`config.mk`:
```
export PLATFORM = sky130hd
export DESIGN_NAME = ktta_merge
export DESIGN_NICKNAME = d
export VERILOG_FILES = /design/src/ktta_pkg.sv /design/src/ktta_div.sv /design/src/ktta_cordic.sv /design/src/ktta_merge.sv
export SDC_FILE = /design/constraint.sdc
export NUM_CORES = 2
export LEC_CHECK = 0
export BUFFER_PORTS_ARGS = -buffer_cell sky130_fd_sc_hd__buf_2
export CORE_ASPECT_RATIO = 1.5
export CORE_UTILIZATION = 59
export DETAILED_ROUTE_END_ITERATION = 8
export GPL_ROUTABILITY_DRIVEN = 0
export HOLD_SLACK_MARGIN = 0.05
export MAX_ROUTING_LAYER = met4
export PLACE_DENSITY = 0.8
export REMOVE_ABC_BUFFERS = 1
export SLEW_MARGIN = 20
export SYNTH_ARGS = -nofsm -noshare
export SYNTH_HDL_FRONTEND = slang
export SYNTH_SLANG_ARGS = --single-unit
```
`constraint.sdc`:
```
create_clock -name aclk -period 12.7 [get_ports aclk]
set_clock_uncertainty 0.15 [all_clocks]
set_input_delay 1.905 -clock aclk [delete_from_list [all_inputs] [get_ports aclk]]
set_output_delay 1.905 -clock aclk [all_outputs]
set_load 0.1 [all_outputs]
```
`src/ktta_pkg.sv`:
```
// Shared types, constants and fixed-point helpers for the Kalman target tracker.
// Used by every module of the tracker; depends on nothing.
`timescale 1ns / 1ps

package ktta_pkg;

    // Axis count: lanes actually built (x, y, z order); at most three
    localparam int AXES       = 3;
    localparam int FIELD_AXES = 3;

    // Configuration register indexes
    localparam int CFG_IDX_W = 3;
    localparam logic [CFG_IDX_W-1:0] CFG_FOCAL_X    = 3'd0;
    localparam logic [CFG_IDX_W-1:0] CFG_FOCAL_Y    = 3'd1;
    localparam logic [CFG_IDX_W-1:0] CFG_CENTER_X   = 3'd2;
    localparam logic [CFG_IDX_W-1:0] CFG_CENTER_Y   = 3'd3;
    localparam logic [CFG_IDX_W-1:0] CFG_LATENCY    = 3'd4;
    localparam logic [CFG_IDX_W-1:0] CFG_POS_NOISE  = 3'd5;
    localparam logic [CFG_IDX_W-1:0] CFG_VEL_NOISE  = 3'd6;
    localparam logic [CFG_IDX_W-1:0] CFG_MEAS_NOISE = 3'd7;

    localparam logic [31:0] POS_NOISE_RST  = 32'd66;
    localparam logic [31:0] VEL_NOISE_RST  = 32'd327680;
    localparam logic [31:0] MEAS_NOISE_RST = 32'd66;

    // Fixed-point constants
    localparam logic [31:0]        ONE_Q       = 32'd65536;
    localparam logic [15:0]        DT_DEFAULT  = 16'd1049;
    localparam logic [31:0]        DROPOUT_MS  = 32'd500;
    localparam logic signed [17:0] HALF_PI_Q   = 18'sd102944;
    // ceil(2^40 / 1000): exact for ms counts up to the dropout limit
    localparam logic [30:0]        RECIP_1000  = 31'd1099511628;

    // Divider geometry
    localparam int DIV_NW    = 64;
    localparam int DIV_DW    = 33;
    localparam int DIV_CNT_W = 7;

    localparam int CORDIC_STEPS = 16;
    localparam int CORDIC_W     = 35;

    typedef logic signed [31:0] q32s_t;
    typedef logic signed [49:0] wide_t;

    localparam wide_t S32_MAX = 50'sd2147483647;
    localparam wide_t S32_MIN = -50'sd2147483648;
    localparam wide_t U32_MAX = 50'sd4294967295;

    // Lane-side configuration
    typedef struct packed {
        logic [31:0] pos_noise;
        logic [31:0] vel_noise;
        logic [31:0] meas_noise;
        logic [16:0] latency;
    } lane_cfg_t;

    // Lane control: launch strobe and step parameters
    typedef struct packed {
        logic        start;
        logic        reseed;
        logic [15:0] dt;
    } lane_ctl_t;

    // Projection configuration
    typedef struct packed {
        logic [31:0] focal_x;
        logic [31:0] focal_y;
        logic [31:0] center_x;
        logic [31:0] center_y;
    } proj_cfg_t;

    function automatic wide_t widen_u(input logic [31:0] v);
        return wide_t'({18'd0, v});
    endfunction

    function automatic wide_t widen_s(input q32s_t v);
        return wide_t'(v);
    endfunction

    function automatic q32s_t sat_s32(input wide_t v);
        q32s_t r;
        if (v > S32_MAX) begin
            r = 32'sh7fffffff;
        end else if (v < S32_MIN) begin
            r = 32'sh80000000;
        end else begin
            r = v[31:0];
        end
        return r;
    endfunction

    function automatic logic [31:0] clamp_u32(input wide_t v);
        logic [31:0] r;
        if (v < 0) begin
            r = 32'd0;
        end else if (v > U32_MAX) begin
            r = 32'hffffffff;
        end else begin
            r = v[31:0];
        end
        return r;
    endfunction

    // Signed 32-bit view of a quotient magnitude with a sign, saturated
    function automatic q32s_t sat_mag(input logic [63:0] m, input logic neg);
        q32s_t r;
        if (!neg) begin
            r = (m > 64'h7fffffff) ? 32'sh7fffffff : q32s_t'(m[31:0]);
        end else begin
            r = (m > 64'h80000000) ? 32'sh80000000 : q32s_t'(32'd0 - m[31:0]);
        end
        return r;
    endfunction

    // Arctangent of 2^-i in Q16.16
    function automatic logic [16:0] atan_entry(input logic [3:0] i);
        logic [16:0] r;
        unique case (i)
            4'd0:    r = 17'd51472;
            4'd1:    r = 17'd30386;
            4'd2:    r = 17'd16055;
            4'd3:    r = 17'd8150;
            4'd4:    r = 17'd4091;
            4'd5:    r = 17'd2047;
            4'd6:    r = 17'd1024;
            4'd7:    r = 17'd512;
            4'd8:    r = 17'd256;
            4'd9:    r = 17'd128;
            4'd10:   r = 17'd64;
            4'd11:   r = 17'd32;
            4'd12:   r = 17'd16;
            4'd13:   r = 17'd8;
            4'd14:   r = 17'd4;
            default: r = 17'd2;
        endcase
        return r;
    endfunction

endpackage

```
`src/ktta_div.sv`:
```
// Bit-serial restoring divider, one quotient bit per cycle.
// Depends on ktta_pkg for its widths.
`timescale 1ns / 1ps

module ktta_div (
    input  logic                           aclk,
    input  logic                           aresetn,
    input  logic                           start,
    input  logic [ktta_pkg::DIV_NW-1:0]    dividend,
    input  logic [ktta_pkg::DIV_DW-1:0]    divisor,
    output logic                           done,
    output logic [ktta_pkg::DIV_NW-1:0]    quotient
);

    logic                               run_reg;
    logic                               done_reg;
    logic [ktta_pkg::DIV_CNT_W-1:0]     cnt_reg;
    logic [ktta_pkg::DIV_DW-1:0]        rem_reg;
    logic [ktta_pkg::DIV_DW-1:0]        den_reg;
    logic [ktta_pkg::DIV_NW-1:0]        quo_reg;
    logic [ktta_pkg::DIV_DW:0]          trial;
    logic                               fits;

    // Trial subtract of the shifted remainder
    assign trial = {rem_reg, quo_reg[ktta_pkg::DIV_NW-1]};
    assign fits  = (trial >= {1'b0, den_reg});

    // Sequencing
    always_ff @(posedge aclk) begin
        if (!aresetn) begin
            run_reg  <= 1'b0;
            done_reg <= 1'b0;
            cnt_reg  <= '0;
        end else begin
            done_reg <= 1'b0;
            if (start) begin
                run_reg <= 1'b1;
                cnt_reg <= ktta_pkg::DIV_CNT_W'(ktta_pkg::DIV_NW);
            end else if (run_reg) begin
                cnt_reg <= cnt_reg - 1'b1;
                if (cnt_reg == ktta_pkg::DIV_CNT_W'(1)) begin
                    run_reg  <= 1'b0;
                    done_reg <= 1'b1;
                end
            end
        end
    end

    // Datapath: dividend shifts out as quotient bits shift in
    always_ff @(posedge aclk) begin
        if (start) begin
            rem_reg <= '0;
            den_reg <= divisor;
            quo_reg <= dividend;
        end else if (run_reg) begin
            rem_reg <= fits ? ktta_pkg::DIV_DW'(trial - {1'b0, den_reg})
                            : trial[ktta_pkg::DIV_DW-1:0];
            quo_reg <= {quo_reg[ktta_pkg::DIV_NW-2:0], fits};
        end
    end

    assign done     = done_reg;
    assign quotient = quo_reg;

endmodule

```
`src/ktta_cordic.sv`:
```
// Vectoring CORDIC: atan(y/x) for x > 0, one rotation per cycle, clamped.
// Depends on ktta_pkg for the angle table and widths.
`timescale 1ns / 1ps

module ktta_cordic (
    input  logic                  aclk,
    input  logic                  aresetn,
    input  logic                  start,
    input  ktta_pkg::q32s_t       x_in,
    input  ktta_pkg::q32s_t       y_in,
    output logic                  busy,
    output logic signed [17:0]    angle
);

    logic                                   run_reg;
    logic [3:0]                             i_reg;
    logic signed [ktta_pkg::CORDIC_W-1:0]   x_reg;
    logic signed [ktta_pkg::CORDIC_W-1:0]   y_reg;
    logic signed [17:0]                     ang_reg;
    logic signed [ktta_pkg::CORDIC_W-1:0]   xs;
    logic signed [ktta_pkg::CORDIC_W-1:0]   ys;
    logic signed [17:0]                     step_ang;

    assign xs       = x_reg >>> i_reg;
    assign ys       = y_reg >>> i_reg;
    assign step_ang = $signed({1'b0, ktta_pkg::atan_entry(i_reg)});

    // Step counter
    always_ff @(posedge aclk) begin
        if (!aresetn) begin
            run_reg <= 1'b0;
            i_reg   <= '0;
        end else if (start) begin
            run_reg <= 1'b1;
            i_reg   <= '0;
        end else if (run_reg) begin
            i_reg <= i_reg + 1'b1;
            if (i_reg == 4'(ktta_pkg::CORDIC_STEPS - 1)) begin
                run_reg <= 1'b0;
            end
        end
    end

    // Rotation; a zero residual leaves everything as is
    always_ff @(posedge aclk) begin
        if (start) begin
            x_reg   <= ktta_pkg::CORDIC_W'(x_in);
            y_reg   <= ktta_pkg::CORDIC_W'(y_in);
            ang_reg <= '0;
        end else if (run_reg) begin
            if (y_reg > 0) begin
                x_reg   <= x_reg + ys;
                y_reg   <= y_reg - xs;
                ang_reg <= ang_reg + step_ang;
            end else if (y_reg < 0) begin
                x_reg   <= x_reg - ys;
                y_reg   <= y_reg + xs;
                ang_reg <= ang_reg - step_ang;
            end
        end
    end

    // Clamp to a quarter turn
    always_comb begin
        if (ang_reg > ktta_pkg::HALF_PI_Q) begin
            angle = ktta_pkg::HALF_PI_Q;
        end else if (ang_reg < -ktta_pkg::HALF_PI_Q) begin
            angle = -ktta_pkg::HALF_PI_Q;
        end else begin
            angle = ang_reg;
        end
    end

    assign busy = run_reg;

endmodule

```
`src/ktta_merge.sv`:
```
// Merging stage: projects the lane predictions to pixels and forms pan/tilt.
// Depends on ktta_pkg, ktta_div and ktta_cordic.
`timescale 1ns / 1ps

module ktta_merge (
    input  logic                  aclk,
    input  logic                  aresetn,
    input  logic                  start,
    input  ktta_pkg::q32s_t       pred [ktta_pkg::FIELD_AXES],
    input  ktta_pkg::proj_cfg_t   cfg,
    output logic                  res_valid,
    input  logic                  res_ready,
    output ktta_pkg::q32s_t       pixel_x,
    output ktta_pkg::q32s_t       pixel_y,
    output logic signed [17:0]    pan_rad,
    output logic signed [17:0]    tilt_rad
);

    localparam logic [2:0] M_IDLE    = 3'd0;
    localparam logic [2:0] M_MUL     = 3'd1;
    localparam logic [2:0] M_DIVGO   = 3'd2;
    localparam logic [2:0] M_DIVWAIT = 3'd3;
    localparam logic [2:0] M_HOLD    = 3'd4;

    logic [2:0]             st_reg;
    logic                   sel_reg;
    logic                   proj_reg;
    logic [63:0]            prod_reg;
    logic                   neg_reg;
    ktta_pkg::q32s_t        px_reg;
    ktta_pkg::q32s_t        py_reg;

    logic                   proj;
    ktta_pkg::q32s_t        p_sel;
    logic [31:0]            p_mag;
    logic [31:0]            focal_sel;
    logic [31:0]            center_sel;
    logic [31:0]            zd;
    logic                   cordic_go;
    logic                   div_start;
    logic                   div_done;
    logic [63:0]            div_q;
    ktta_pkg::wide_t        q_signed;
    ktta_pkg::q32s_t        pix;
    logic                   pan_busy;
    logic                   tilt_busy;
    logic signed [17:0]     pan_raw;
    logic signed [17:0]     tilt_raw;

    assign proj       = (pred[2] > $signed(ktta_pkg::ONE_Q));
    assign zd         = pred[2];
    assign p_sel      = sel_reg ? pred[1] : pred[0];
    assign p_mag      = p_sel[31] ? 32'(-p_sel) : 32'(p_sel);
    assign focal_sel  = sel_reg ? cfg.focal_y : cfg.focal_x;
    assign center_sel = sel_reg ? cfg.center_y : cfg.center_x;
    assign cordic_go  = start && proj;
    assign div_start  = (st_reg == M_DIVGO);

    // Rounded quotient, signed, plus principal point
    assign q_signed = neg_reg ? -ktta_pkg::wide_t'({2'b0, div_q[47:0]})
                              :  ktta_pkg::wide_t'({2'b0, div_q[47:0]});
    assign pix      = ktta_pkg::sat_s32(q_signed + ktta_pkg::widen_u(center_sel));

    ktta_div u_div (
        .aclk     (aclk),
        .aresetn  (aresetn),
        .start    (div_start),
        .dividend (prod_reg + 64'(zd[31:1])),
        .divisor  ({1'b0, zd}),
        .done     (div_done),
        .quotient (div_q)
    );

    ktta_cordic u_pan (
        .aclk    (aclk),
        .aresetn (aresetn),
        .start   (cordic_go),
        .x_in    (pred[2]),
        .y_in    (pred[0]),
        .busy    (pan_busy),
        .angle   (pan_raw)
    );

    ktta_cordic u_tilt (
        .aclk    (aclk),
        .aresetn (aresetn),
        .start   (cordic_go),
        .x_in    (pred[2]),
        .y_in    (pred[1]),
        .busy    (tilt_busy),
        .angle   (tilt_raw)
    );

    // Control
    always_ff @(posedge aclk) begin
        if (!aresetn) begin
            st_reg  <= M_IDLE;
            sel_reg <= 1'b0;
        end else begin
            unique case (st_reg)
                M_IDLE: begin
                    if (start) begin
                        sel_reg <= 1'b0;
                        st_reg  <= proj ? M_MUL : M_HOLD;
                    end
                end
                M_MUL:   st_reg <= M_DIVGO;
                M_DIVGO: st_reg <= M_DIVWAIT;
                M_DIVWAIT: begin
                    if (div_done) begin
                        sel_reg <= 1'b1;
                        st_reg  <= sel_reg ? M_HOLD : M_MUL;
                    end
                end
                M_HOLD: begin
                    if (res_valid && res_ready) begin
                        st_reg <= M_IDLE;
                    end
                end
                default: st_reg <= M_IDLE;
            endcase
        end
    end

    // Datapath
    always_ff @(posedge aclk) begin
        if (st_reg == M_IDLE && start) begin
            proj_reg <= proj;
            px_reg   <= ktta_pkg::sat_s32(ktta_pkg::widen_u(cfg.center_x));
            py_reg   <= ktta_pkg::sat_s32(ktta_pkg::widen_u(cfg.center_y));
        end
        if (st_reg == M_MUL) begin
            prod_reg <= 64'(p_mag) * 64'(focal_sel);
            neg_reg  <= p_sel[31];
        end
        if (st_reg == M_DIVWAIT && div_done) begin
            if (sel_reg) begin
                py_reg <= pix;
            end else begin
                px_reg <= pix;
            end
        end
    end

    assign res_valid = (st_reg == M_HOLD) && !pan_busy && !tilt_busy;
    assign pixel_x   = px_reg;
    assign pixel_y   = py_reg;
    assign pan_rad   = proj_reg ? pan_raw : 18'sd0;
    assign tilt_rad  = proj_reg ? tilt_raw : 18'sd0;

endmodule

```
==> flow_metrics.py <==
metrics = {
    "outcome": {
        "status": "finished with violations",
        "violations": "design-rule violations",
    },
    "worst_setup_path": {
        "cp.arrival_ps": 12530,
        "cpMostUsedCell": "fa_1",
        "r2r_slack_ps": 420,
        "cp_top_family": "adder cells",
        "cp.required_ps": 12950,
        "start_kind": "register",
        "cp_slowest_cell": "dfxtp_4",
        "crit_type": "reg -> reg",
        "worstPathMaxFanout": 34,
        "critPathMaxStageDelay_ps": 870,
        "end_kind": "register",
        "r2r-start": "sel_reg$_SDFFE_PN0P_",
        "crit_buf_inv": 8,
        "reg2reg_depth": 34,
        "regToRegEndpoint": "prod_reg[56]$_DFFE_PP_",
    },
    "detailed_routing": {
        "firstDrtPassIters": 9,
        "drtIter0Drc": 8194,
        "final_antenna_net_count": 0,
        "wl_um": 276000,
        "vias_per_cell": 6.56,
        "routedWlPerCell_um": 25.5,
        "vias": 70948,
        "drc": 6,
    },
    "floorplan": {
        "start_util_pct": 59.6,
        "die_h_um": 446,
        "dieArea_sq_um": 133000,
        "core_sq_um": 130000,
        "rows": 162,
        "dieWidth_um": 298,
        "ios": 329,
    },
    "synth": {
        "ys_types": 98,
        "ys_async_sr_fraction_pct": 0,
        "ys.flop_type": "edfxtp_1",
        "avgSynthCellArea_sq_um": 8.76,
        "synthCells": 8875,
        "synth-edff-count": 302,
        "seq_area_frac_synth_pct": 16.5,
        "yosys_warnings": 0,
        "syn_area_sq_um": 77700,
        "synth-seq-cells": 490,
    },
    "timing": {
        "slew_viol_final": 0,
        "max_slew.worst_pin.slew_ps": 1210,
        "worst_hold_slack_ps": 334,
        "rsz0062_at_grt": "false",
        "finalHoldViolCount": 0,
        "period_share_pct": 96.7,
        "fmax_mhz": 81.4,
        "finalCriticalPeriod_ps": 12280,
        "setup-violations-final": 0,
        "relSlewSlack_pct": 17.4,
    },
    "cells_and_area": {
        "final_area_sq_um": 83600,
        "layout-drive-gt1-share_pct": 10.9,
        "nets": 10689,
        "syn2layout_area_growth_pct": 7.59,
        "n_fill_cell": 10509,
    },
    "clocking": {
        "cts_buffer_depth": 3,
        "postCtsSetupRepairBufs": 0,
        "cts_hold_buf": 0,
        "clk_latency_ps": 670,
        "clock-sinks": 490,
        "cts_inserted_buffers": 53,
        "root_buffer": "clkbuf_16",
        "cts_resized": 0,
        "tritoncts": "built",
        "cts_max_level": 2,
        "clk_pin_slew_ps": 80,
    },
    "global_routing": {
        "grt_pass1_wl_um": 417000,
        "grt-ovfl-total": 0,
        "grtUsageTotal_pct": 42.9,
        "grt_start_max_net_pins": 118,
        "grt_pass1_vias": 71081,
        "antenna_found_initial": 39,
    },
    "place": {
        "numPortBuffers": 328,
        "dp_hpwl_um": 209000,
        "place_area_sq_um": 81500,
    },
    "worst_hold_path": {
        "min_path_type": "reg -> reg",
        "hold_start": "pixel_x[31]$_DFF_P_",
        "hold-path-cell-count": 2,
        "hold_end": "pixel_x[31]$_DFF_P_",
    },
    "flow_run": {
        "maxCapViolCount": 0,
    },
}
area by class of cell:
| type | instances | area (sq um) | share of cell area (%) |
|---|---|---|---|
| Timing Repair Buffer | 500 | 3000 | 3.58 |
| Tap cell | 1722 | 2150 | 2.58 |
| Antenna cell | 57 | 143 | 0.171 |
| Clock buffer | 65 | 1500 | 1.79 |
| Clock inverter | 34 | 445 | 0.533 |
| Inverter | 1032 | 3870 | 4.63 |
| Sequential cell | 490 | 12900 | 15.4 |
| Multi-Input combinational cell | 6923 | 59600 | 71.3 |
Yosys cell counts, types with 21 or more instances:
cell type	instances	area, sq um
inv_1	1028	3860
nand2_1	1028	3860
nor2_1	994	3730
fa_1	905	18100
ha_1	556	6960
o21ai_0	494	2470
a21oi_1	450	2250
xnor2_1	375	3280
clkbuf_1	345	1290
edfxtp_1	302	9070
xor2_1	222	1940
dfxtp_1	188	3760
mux2i_1	163	1630
a21o_1	159	1190
mux4_2	144	3240
mux2_2	121	1360
nand3_1	98	490
nor3_1	95	475
or3_1	92	576
and3_1	70	438
and2_1	69	432
nand2b_1	69	432
o31ai_1	61	458
a211oi_1	60	450
a31oi_1	57	357
nor2b_1	57	357
o21a_1	54	405
nor4_1	51	319
buf_1	50	188
o21bai_1	49	368
nand4_1	47	294
o221ai_1	41	359
o211ai_1	27	203
buf_2	22	110
a21boi_0	21	158
worst min-delay path: stages, from the launching register on:
cell and delay [ps]:
dfxtp_1 320, nand2_1 60, mux2i_1 60
metrics by stage:
step                      util [%]  instances  setup WS [ps]  TNS, ps
after CTS                     64.0      10766            954        0
after global routing          64.1      10809            283        0
after floorplan                  -       8445          -1510   -29810
after detailed placement      62.5      10667            336        0
after global placement        62.5      10667            502        0
final                         64.2      10823            421        0
metal layers:
layer	up-vias	wire length (um)	GRT usage [%]
met5	-	0	-
met1	33791	82000	41.6
met3	2075	36500	17.1
li1	30241	-	-
met2	4841	121000	64.3
met4	0	36600	41.7
cells in the final DEF (no fill, tap or decap), types with 121 or more instances in the layout:
cell type  instances
buf_2            328
mux2i_1          142
inv_1           1026
dfxtp_1          179
o21ai_0          493
a21o_1           159
xor2_1           221
buf_4            167
mux2_2           121
edfxtp_1         302
nand2_1         1024
fa_1             905
xnor2_1          358
a21oi_1          449
ha_1             556
mux4_2           144
nor2_1           990
cells by family (layout without fill, tap and decap cells):
| logic type | Yosys count | count (layout) | synth area share (%) |
|---|---|---|---|
| DFF | 490 | 490 | 16.5 |
| adders and majority gates | 1461 | 1461 | 32.3 |
| buffers and inverters | 1462 | 1631 | 7.18 |
| other | 0 | 57 | 0 |
| muxes | 429 | 429 | 8.05 |
| AOI/OAI and AO/OA | 1658 | 1658 | 13.4 |
| xor gates and xnor gates | 598 | 598 | 6.76 |
| and+or+nand+nor | 2777 | 2777 | 15.9 |
how the worst max path moves through the flow:
stage	start	end	slack (ps)	cells past startpoint
CTS	sel_reg$_SDFFE_PN0P_	prod_reg[56]$_DFFE_PP_	950	34
floorplan	sel_reg$_SDFFE_PN0P_	prod_reg[63]$_DFFE_PP_	-1510	34
finish	sel_reg$_SDFFE_PN0P_	prod_reg[56]$_DFFE_PP_	420	34
global placement	pred[34]	prod_reg[63]$_DFFE_PP_	500	35
global route	sel_reg$_SDFFE_PN0P_	prod_reg[63]$_DFFE_PP_	280	36
detailed placement	pred[34]	prod_reg[63]$_DFFE_PP_	340	35
Power is left out: the tool's default activity adds up to more than one toggle a clock period on the data nets, which glitch-free logic cannot reach.
